### config.mk
export PLATFORM = sky130hd
export DESIGN_NAME = priority_tick_task_scheduler
export DESIGN_NICKNAME = d
export VERILOG_FILES = /design/src/rtl/core/ptts_pkg.sv /design/src/rtl/core/ptts_mem.sv /design/src/rtl/core/ptts_ctrl.sv /design/src/rtl/core/priority_tick_task_scheduler.sv
export SDC_FILE = /design/constraint.sdc
export NUM_CORES = 1
export LEC_CHECK = 0
export BUFFER_PORTS_ARGS = -buffer_cell sky130_fd_sc_hd__buf_2
export CORE_ASPECT_RATIO = 1.25
export CORE_MARGIN = 2
export CORE_UTILIZATION = 45
export DETAILED_ROUTE_END_ITERATION = 7
export PLACE_DENSITY = 0.64
export REMOVE_ABC_BUFFERS = 1
export SLEW_MARGIN = 5
export SYNTH_ARGS = -nofsm -noshare
export SYNTH_HDL_FRONTEND = slang
export SYNTH_HIERARCHICAL = 1
export SYNTH_SLANG_ARGS = --single-unit
### constraint.sdc
create_clock -name aclk -period 10.6 [get_ports aclk]
set_input_delay 1.59 -clock aclk [delete_from_list [all_inputs] [get_ports aclk]]
set_output_delay 1.59 -clock aclk [all_outputs]
set_load 0.01 [all_outputs]
### src/rtl/core/ptts_pkg.sv
// Package for the priority tick task scheduler.
// Holds the task entry and result types, the controller states and default sizes.
// No dependencies.
package ptts_pkg;

    localparam int TASK_SLOTS_DEF = 16;

    localparam logic OP_TICK = 1'b0;
    localparam logic OP_LOAD = 1'b1;

    // one task table entry
    typedef struct packed {
        logic       ready;
        logic [6:0] prio;
        logic [7:0] slice;
    } ptts_entry_t;

    // one result item
    typedef struct packed {
        logic [3:0] current_task;
        logic [7:0] current_counter;
        logic       switched;
        logic       refilled;
        logic       none_ready;
    } ptts_result_t;

    typedef enum logic [2:0] {
        ST_IDLE,
        ST_TICK_RD,
        ST_SCAN,
        ST_REFILL,
        ST_OUT_RD,
        ST_OUT_WAIT
    } ptts_state_t;

endpackage

### src/rtl/core/ptts_mem.sv
// Task table: one write port, one registered read port, per-entry valid bits.
// Same-address write and read in one cycle forward the written entry.
// Depends on ptts_pkg.
module ptts_mem import ptts_pkg::*; #(
    parameter int TASK_SLOTS = TASK_SLOTS_DEF,
    parameter int IDX_W      = $clog2(TASK_SLOTS)
) (
    input  logic             aclk,
    input  logic             aresetn,
    input  logic             we,
    input  logic [IDX_W-1:0] waddr,
    input  ptts_entry_t      wdata,
    input  logic [IDX_W-1:0] raddr,
    output ptts_entry_t      rdata
);

    ptts_entry_t mem [TASK_SLOTS];
    logic [TASK_SLOTS-1:0] valid_reg;
    ptts_entry_t rd_data_reg;
    logic        rd_valid_reg;

    always_ff @(posedge aclk) begin
        if (we) begin
            mem[waddr] <= wdata;
        end
    end

    always_ff @(posedge aclk) begin
        if (!aresetn) begin
            valid_reg <= '0;
        end else if (we) begin
            valid_reg[waddr] <= 1'b1;
        end
    end

    always_ff @(posedge aclk) begin
        if (we && (waddr == raddr)) begin
            rd_data_reg <= wdata;
        end else begin
            rd_data_reg <= mem[raddr];
        end
    end

    always_ff @(posedge aclk) begin
        if (!aresetn) begin
            rd_valid_reg <= 1'b0;
        end else begin
            rd_valid_reg <= valid_reg[raddr] || (we && (waddr == raddr));
        end
    end

    // never-written entries read as the reset value
    assign rdata = rd_valid_reg ? rd_data_reg : '0;

endmodule

### src/rtl/core/ptts_ctrl.sv
// Scheduler sequencer: load, tick decrement, slot scan, refill pass, result read.
// Drives the task table in ptts_mem; depends on ptts_pkg.
module ptts_ctrl import ptts_pkg::*; #(
    parameter int TASK_SLOTS = TASK_SLOTS_DEF,
    parameter int IDX_W      = $clog2(TASK_SLOTS)
) (
    input  logic             aclk,
    input  logic             aresetn,
    input  logic             s_valid,
    output logic             s_ready,
    input  logic             s_op,
    input  logic [3:0]       s_task_index,
    input  logic [7:0]       s_counter_value,
    input  logic [6:0]       s_priority_value,
    input  logic             s_runnable,
    output logic             we,
    output logic [IDX_W-1:0] waddr,
    output ptts_entry_t      wdata,
    output logic [IDX_W-1:0] raddr,
    input  ptts_entry_t      rdata,
    output logic             res_valid,
    input  logic             res_ready,
    output ptts_result_t     res
);

    localparam logic [IDX_W-1:0] LAST_SLOT  = IDX_W'(TASK_SLOTS - 1);
    localparam logic [IDX_W-1:0] FIRST_SLOT = IDX_W'(1);

    ptts_state_t      state_reg, state_next;
    logic [IDX_W-1:0] running_reg, running_next;
    logic [IDX_W-1:0] scan_reg, scan_next;
    logic [IDX_W-1:0] best_idx_reg, best_idx_next;
    logic [7:0]       best_val_reg, best_val_next;
    logic             switched_reg, switched_next;
    logic             refilled_reg, refilled_next;
    logic             none_reg, none_next;

    logic             take;
    logic [IDX_W-1:0] best_idx_fin;
    logic [7:0]       best_val_fin;
    logic [7:0]       slice_dec;
    logic [8:0]       refill_sum;
    logic             load_hit;

    assign take = rdata.ready && (rdata.slice != 8'd0) && (rdata.slice >= best_val_reg);
    assign best_idx_fin = take ? scan_reg : best_idx_reg;
    assign best_val_fin = take ? rdata.slice : best_val_reg;
    assign slice_dec = (rdata.slice == 8'd0) ? 8'd0 : rdata.slice - 8'd1;
    assign refill_sum = {2'b00, rdata.slice[7:1]} + {2'b00, rdata.prio};
    assign load_hit = (s_task_index != 4'd0) && (int'(s_task_index) < TASK_SLOTS);

    assign s_ready = (state_reg == ST_IDLE);

    always_ff @(posedge aclk) begin
        if (!aresetn) begin
            state_reg    <= ST_IDLE;
            running_reg  <= '0;
            scan_reg     <= '0;
            best_idx_reg <= '0;
            best_val_reg <= '0;
            switched_reg <= 1'b0;
            refilled_reg <= 1'b0;
            none_reg     <= 1'b0;
        end else begin
            state_reg    <= state_next;
            running_reg  <= running_next;
            scan_reg     <= scan_next;
            best_idx_reg <= best_idx_next;
            best_val_reg <= best_val_next;
            switched_reg <= switched_next;
            refilled_reg <= refilled_next;
            none_reg     <= none_next;
        end
    end

    always_comb begin
        state_next    = state_reg;
        running_next  = running_reg;
        scan_next     = scan_reg;
        best_idx_next = best_idx_reg;
        best_val_next = best_val_reg;
        switched_next = switched_reg;
        refilled_next = refilled_reg;
        none_next     = none_reg;
        we            = 1'b0;
        waddr         = scan_reg;
        wdata         = rdata;
        raddr         = running_reg;
        res_valid     = 1'b0;
        res.current_task    = 4'(running_reg);
        res.current_counter = rdata.slice;
        res.switched        = switched_reg;
        res.refilled        = refilled_reg;
        res.none_ready      = none_reg;

        case (state_reg)
            ST_IDLE: begin
                if (s_valid) begin
                    switched_next = 1'b0;
                    refilled_next = 1'b0;
                    none_next     = 1'b0;
                    if (s_op == OP_LOAD) begin
                        we          = load_hit;
                        waddr       = IDX_W'(s_task_index);
                        wdata.ready = s_runnable;
                        wdata.prio  = s_priority_value;
                        wdata.slice = s_counter_value;
                        state_next  = ST_OUT_RD;
                    end else if (running_reg == '0) begin
                        raddr         = FIRST_SLOT;
                        scan_next     = FIRST_SLOT;
                        best_idx_next = '0;
                        best_val_next = '0;
                        state_next    = ST_SCAN;
                    end else begin
                        state_next = ST_TICK_RD;
                    end
                end
            end
            ST_TICK_RD: begin
                we          = 1'b1;
                waddr       = running_reg;
                wdata.slice = slice_dec;
                if (slice_dec == 8'd0) begin
                    raddr         = FIRST_SLOT;
                    scan_next     = FIRST_SLOT;
                    best_idx_next = '0;
                    best_val_next = '0;
                    state_next    = ST_SCAN;
                end else begin
                    state_next = ST_OUT_RD;
                end
            end
            ST_SCAN: begin
                best_idx_next = best_idx_fin;
                best_val_next = best_val_fin;
                if (scan_reg != LAST_SLOT) begin
                    raddr     = scan_reg + FIRST_SLOT;
                    scan_next = scan_reg + FIRST_SLOT;
                end else if (best_idx_fin != '0) begin
                    running_next  = best_idx_fin;
                    switched_next = (best_idx_fin != running_reg);
                    state_next    = ST_OUT_RD;
                end else if (!refilled_reg) begin
                    refilled_next = 1'b1;
                    raddr         = FIRST_SLOT;
                    scan_next     = FIRST_SLOT;
                    state_next    = ST_REFILL;
                end else begin
                    none_next  = 1'b1;
                    state_next = ST_OUT_RD;
                end
            end
            ST_REFILL: begin
                // read slot n+1 while slot n is written back
                we          = 1'b1;
                waddr       = scan_reg;
                wdata.slice = refill_sum[7:0];
                if (scan_reg != LAST_SLOT) begin
                    raddr     = scan_reg + FIRST_SLOT;
                    scan_next = scan_reg + FIRST_SLOT;
                end else begin
                    raddr         = FIRST_SLOT;
                    scan_next     = FIRST_SLOT;
                    best_idx_next = '0;
                    best_val_next = '0;
                    state_next    = ST_SCAN;
                end
            end
            ST_OUT_RD: begin
                state_next = ST_OUT_WAIT;
            end
            ST_OUT_WAIT: begin
                res_valid = 1'b1;
                if (res_ready) begin
                    state_next = ST_IDLE;
                end
            end
            default: begin
                state_next = ST_IDLE;
            end
        endcase
    end

`ifndef SYNTHESIS
    a_running_in_range: assert property (@(posedge aclk) disable iff (!aresetn)
        running_reg <= LAST_SLOT)
        else $error("running task beyond the slots");
    a_none_after_refill: assert property (@(posedge aclk) disable iff (!aresetn)
        none_reg |-> refilled_reg)
        else $error("none_ready without a refill pass");
    a_switch_excl_none: assert property (@(posedge aclk) disable iff (!aresetn)
        switched_reg |-> !none_reg)
        else $error("switched and none_ready together");
    a_accept_leaves_idle: assert property (@(posedge aclk) disable iff (!aresetn)
        (s_valid && s_ready) |=> (state_reg != ST_IDLE))
        else $error("transfer accepted but sequencer stayed idle");
    a_scan_skips_idle: assert property (@(posedge aclk) disable iff (!aresetn)
        (state_reg == ST_SCAN || state_reg == ST_REFILL) |-> (scan_reg != '0))
        else $error("scan touched the idle slot");
`endif

endmodule

### src/rtl/core/priority_tick_task_scheduler.sv
// Priority tick task scheduler: top level with result register.
// Instantiates ptts_ctrl and ptts_mem; depends on ptts_pkg.
//
// Input channel s_*: op 0 is a timer tick, op 1 loads one task entry
// (slice, priority, runnable). Loads of slot 0 or beyond the slots are
// ignored. Result channel m_*: one transfer per input item with the
// running task, its remaining slice and the switched, refilled and
// none_ready flags.
// Each slot is read through the single read port of the task table: a load
// or a tick without rescheduling then goes to the output read and wait states;
// a tick that schedules first scans slots 1 to N - 1 (N = TASK_SLOTS), and
// when no slot is picked it adds a refill pass over the slots and a second scan.
// One item is in work at a time; s_ready is high while the sequencer is idle.
// The result register lets the next item be taken while a result waits;
// if m_ready stays low the sequencer holds its finished result and stalls.
// aresetn (synchronous, active low) clears the task table to zero through
// per-entry valid bits and makes the idle task the running task; there is
// no clearing pass.
module priority_tick_task_scheduler import ptts_pkg::*; #(
    parameter int TASK_SLOTS = TASK_SLOTS_DEF
) (
    input  logic       aclk,
    input  logic       aresetn,
    input  logic       s_valid,
    output logic       s_ready,
    input  logic       s_op,
    input  logic [3:0] s_task_index,
    input  logic [7:0] s_counter_value,
    input  logic [6:0] s_priority_value,
    input  logic       s_runnable,
    output logic       m_valid,
    input  logic       m_ready,
    output logic [3:0] m_current_task,
    output logic [7:0] m_current_counter,
    output logic       m_switched,
    output logic       m_refilled,
    output logic       m_none_ready
);

    localparam int IDX_W = $clog2(TASK_SLOTS);

    logic             we;
    logic [IDX_W-1:0] waddr;
    logic [IDX_W-1:0] raddr;
    ptts_entry_t      wdata;
    ptts_entry_t      rdata;
    logic             res_valid;
    logic             res_ready;
    ptts_result_t     res;

    logic             m_valid_reg;
    ptts_result_t     m_data_reg;

    ptts_ctrl #(
        .TASK_SLOTS(TASK_SLOTS),
        .IDX_W     (IDX_W)
    ) u_ctrl (
        .aclk            (aclk),
        .aresetn         (aresetn),
        .s_valid         (s_valid),
        .s_ready         (s_ready),
        .s_op            (s_op),
        .s_task_index    (s_task_index),
        .s_counter_value (s_counter_value),
        .s_priority_value(s_priority_value),
        .s_runnable      (s_runnable),
        .we              (we),
        .waddr           (waddr),
        .wdata           (wdata),
        .raddr           (raddr),
        .rdata           (rdata),
        .res_valid       (res_valid),
        .res_ready       (res_ready),
        .res             (res)
    );

    ptts_mem #(
        .TASK_SLOTS(TASK_SLOTS),
        .IDX_W     (IDX_W)
    ) u_mem (
        .aclk   (aclk),
        .aresetn(aresetn),
        .we     (we),
        .waddr  (waddr),
        .wdata  (wdata),
        .raddr  (raddr),
        .rdata  (rdata)
    );

    assign res_ready = !m_valid_reg || m_ready;

    always_ff @(posedge aclk) begin
        if (!aresetn) begin
            m_valid_reg <= 1'b0;
        end else if (res_ready) begin
            m_valid_reg <= res_valid;
        end
    end

    always_ff @(posedge aclk) begin
        if (res_ready && res_valid) begin
            m_data_reg <= res;
        end
    end

    assign m_valid           = m_valid_reg;
    assign m_current_task    = m_data_reg.current_task;
    assign m_current_counter = m_data_reg.current_counter;
    assign m_switched        = m_data_reg.switched;
    assign m_refilled        = m_data_reg.refilled;
    assign m_none_ready      = m_data_reg.none_ready;

endmodule

==> metrics.md <==
| Metric | Value |
|---|---|
| Worst r2r path cells | `17` |
| WHS Path Cells | `0` |
| WL final | `~32000 um` |
| Final Cell Area | `15600 um2` |
| Root Driver | `clkbuf_16` |
| Commonest cells after routing, fill and taps aside | `edfxtp_1 (271), mux4_2 (66), nand2_1 (65), dfxtp_1 (45), mux2i_1 (45)` |
| Die width | `161.2 um` |
| Worst setup path class | `reg2reg` |
| Worst clock skew | `roughly 0.016 ns` |
| Reg-to-Reg End | `u_mem/rd_valid_reg` |
| Initial Utilization | `45.88%` |
| Part of the Yosys area used for sequential elements | `65.47%` |
| Largest net degree at the start of global routing | `46` |
| WP data arrival | `approximately 7.1 ns` |
| CTS tree | `done` |
| Synthesized instance count | `882` |
| CP Launch Type | `flip-flop` |
| Reg clk slew, reported paths | `around 0.06 ns` |
| Post-CTS setup buffers | `0` |
| DRC errors left | `0` |
| Max incr delay on CP | `0.82 ns` |
| Pre-Repair DR Iteration Count | `5` |
| H-tree levels | `2` |
| Row count | `71` |
| Vias after detailed routing | `7800` |
| Avg Cell Area, Syn | `about 16 um2` |
| Hpwl dp | `18710 um` |
| Fin worst setup slack | `slightly below 4 ns` |
| Worst VDD drop | `0.0001421 V` |
| Setup WS pre-CTS | `~4 ns` |
| Crit path cell chain | `buf_4 -> mux4_2 -> mux2i_1 -> o22ai_1 -> inv_1 -> ha_1 -> or3b_2 -> o31ai_1 -> a21oi_2 -> o21a_1 -> mux2i_2 -> or2_2 -> o21ai_0 -> mux4_2 -> nor2b_4 -> a211o_1 -> a31o_1` |
| Fin. max-slew vios | `0` |
| TNS Setup | `0 ns` |
| CP dominant cell by count | `mux4_2` |
| Hold_ws | `0.4336 ns` |
| Fmax | `0.1502 GHz` |
| Vias/cell | `5.748` |
| Routed length per placed instance | `23.34 um` |
| Worst min-delay path category | `reg2reg` |
| Power Dens Cells | `247.1 nW/um2` |
| Placed instance area | `~15000 um2` |
| First-pass GRT wire length | `47660 um` |
| CTS Hold Bufs | `0` |
| Slew @ Worst Pin | `between 1 and 1.5 ns` |
| Core ar. | `~30000 um2` |
| Synth unique cells | `80` |
| Mapped cell area | `approximately 14000 um2` |
| CTS sink cnt | `around 320` |
| Outcome | `finished, final reports clean` |
| Asr flop ratio synth | `0%` |
| GRT Overall Usage | `19.69%` |
| RD Place Congestion | `0.8664` |
| Max FO, Critical Path | `37` |
| Post-CTS Resized | `0` |
| Beginning of the worst hold path | `u_ctrl/none_reg` |
| Most common cell after layout, fill and taps aside | `edfxtp_1` |
| Post-DRT Antenna Nets | `0` |
| 1st-iter DRT viols | `762` |
| Hold Path End | `m_none_ready` |
| Cells after DPL | `1294` |
| Die height | `about 200 um` |
| Share of layout cells above drive strength 1 | `between 20% and 30%` |
| Total Power | `3.854 mW` |
| Max Cap Viol | `0` |
| Post-synth top flop | `edfxtp_1` |
| Clk_lat worst skew | `0.51 ns` |
| Num CTS Buffers | `34` |
| Die area | `32320 um2` |
| Slowest stage cell, crit path | `o21ai_0` |
| Nets | `972` |
| Crit end category | `flip-flop` |
| Initial antenna violation count | `1` |
| Final hold viol count | `0` |
| Number of port buffers | `41` |
| RSZ-0062 raised after global routing | `no` |
| EDFF count, synth | `approximately 270` |
| Top Ports | `42` |
| Slew HR | `23.07%` |
| Clock Path Buffers | `3` |
| Area grow syn2layout | `12.23%` |
| R2r setup slk | `3.94 ns` |
| Crit share post-route | `about 63%` |
| Max reg flops | `256` |
| Final min period | `around 6.7 ns` |
| Lkg Pwr | `5.235 nW` |
| Core Util, Final | `51.49%` |
| Total grt overflow | `0` |
| Flop and latch count out of synthesis | `319` |
| Critical Path RT | `around 11 ns` |
| Final setup fails | `0` |
| Number of global-route vias before repair | `about 7900` |
| Final cell count without fillers | `between 1000 and 1500` |
| Synth warn | `6` |
worst max-delay path: cells and delay by family, from the launching register on:
family,cells,cell delay [ns]
flops,1,0.72
simple gates,3,0.98
buf+inv,2,0.89
compound gates,7,2.13
mux,4,1.58
fa+ha+maj,1,0.23
cells in the mapped netlist, types with 4 or more instances:
master	n	share of area [%]
o211ai_1	4	0.22
o21a_1	20	1.1
xnor2_1	10	0.63
and2_1	5	0.23
edfxtp_1	271	59
o2bb2ai_1	4	0.25
ha_1	17	1.5
a22oi_1	5	0.27
and3_1	8	0.36
a21oi_1	17	0.61
xor2_1	4	0.25
mux2i_1	45	3.2
buf_1	9	0.24
buf_4	17	0.92
o22ai_1	17	0.77
nor2_1	38	1.0
dfxtp_1	48	6.9
nor4_1	4	0.18
nor2b_1	14	0.63
mux4_2	66	11
nand2_1	65	1.8
nand4_1	4	0.18
nand3_1	11	0.40
o21ai_0	17	0.61
inv_1	23	0.62
nand2b_1	9	0.41
a21boi_0	4	0.22
nor3_1	12	0.43
clkbuf_1	22	0.59
a21o_1	10	0.54
buf_6	5	0.41
worst max path at each step:
stage | startpoint | end | slack (ns) | depth (start not counted)
floorplan | flip-flop | u_mem/rd_valid_reg | 3.22 | 16
global placement | flip-flop | u_mem/rd_valid_reg | 4.00 | 17
detailed placement | flip-flop | u_mem/rd_valid_reg | 3.89 | 17
CTS | flip-flop | u_mem/rd_valid_reg | 3.85 | 17
global route | flip-flop | u_mem/rd_valid_reg | 3.43 | 17
finish | flip-flop | u_mem/rd_valid_reg | 3.94 | 17
cell families (layout without fill, tap and decap cells):
logic type	Yosys count	in the layout	synth area share (%)
adders and majority gates	18	18	1.674
and+or+nand+nor	191	191	6.923
DFF	319	319	65.47
buffers and inverters	82	155	3.187
xor gates and xnor gates	14	14	0.8822
muxes	116	116	14.47
AOI/OAI and AO/OA	142	142	7.400
other	0	1	0
power by group:
part | internal [mW] | total (mW) | switching [mW] | leakage [nW]
Sequential | 1.60 | 1.67 | 0.0697 | 2.89
Combinational | 0.407 | 1.06 | 0.649 | 1.84
Clock | 0.661 | 1.13 | 0.468 | 0.513
metal layers:
| metal | wire [um] | track usage, % |
|---|---|---|
| met1 | 13440 | 25.96 |
| met2 | 15440 | 32.17 |
| met3 | 1657 | 3.719 |
| met4 | 1141 | 8.323 |
| met5 | 0 | 0 |
layout make-up:
class	count	area, um2
Tap cell	401	501.7
Timing Repair Buffer	70	422.9
Sequential cell	319	9105
Clock buffer	45	913.4
Fill cell	2488	14690
Antenna cell	1	2.502
Clock inverter	17	157.7
Multi-Input combinational cell	481	4409
Inverter	23	86.33
Power figures use the tool's default switching activity.
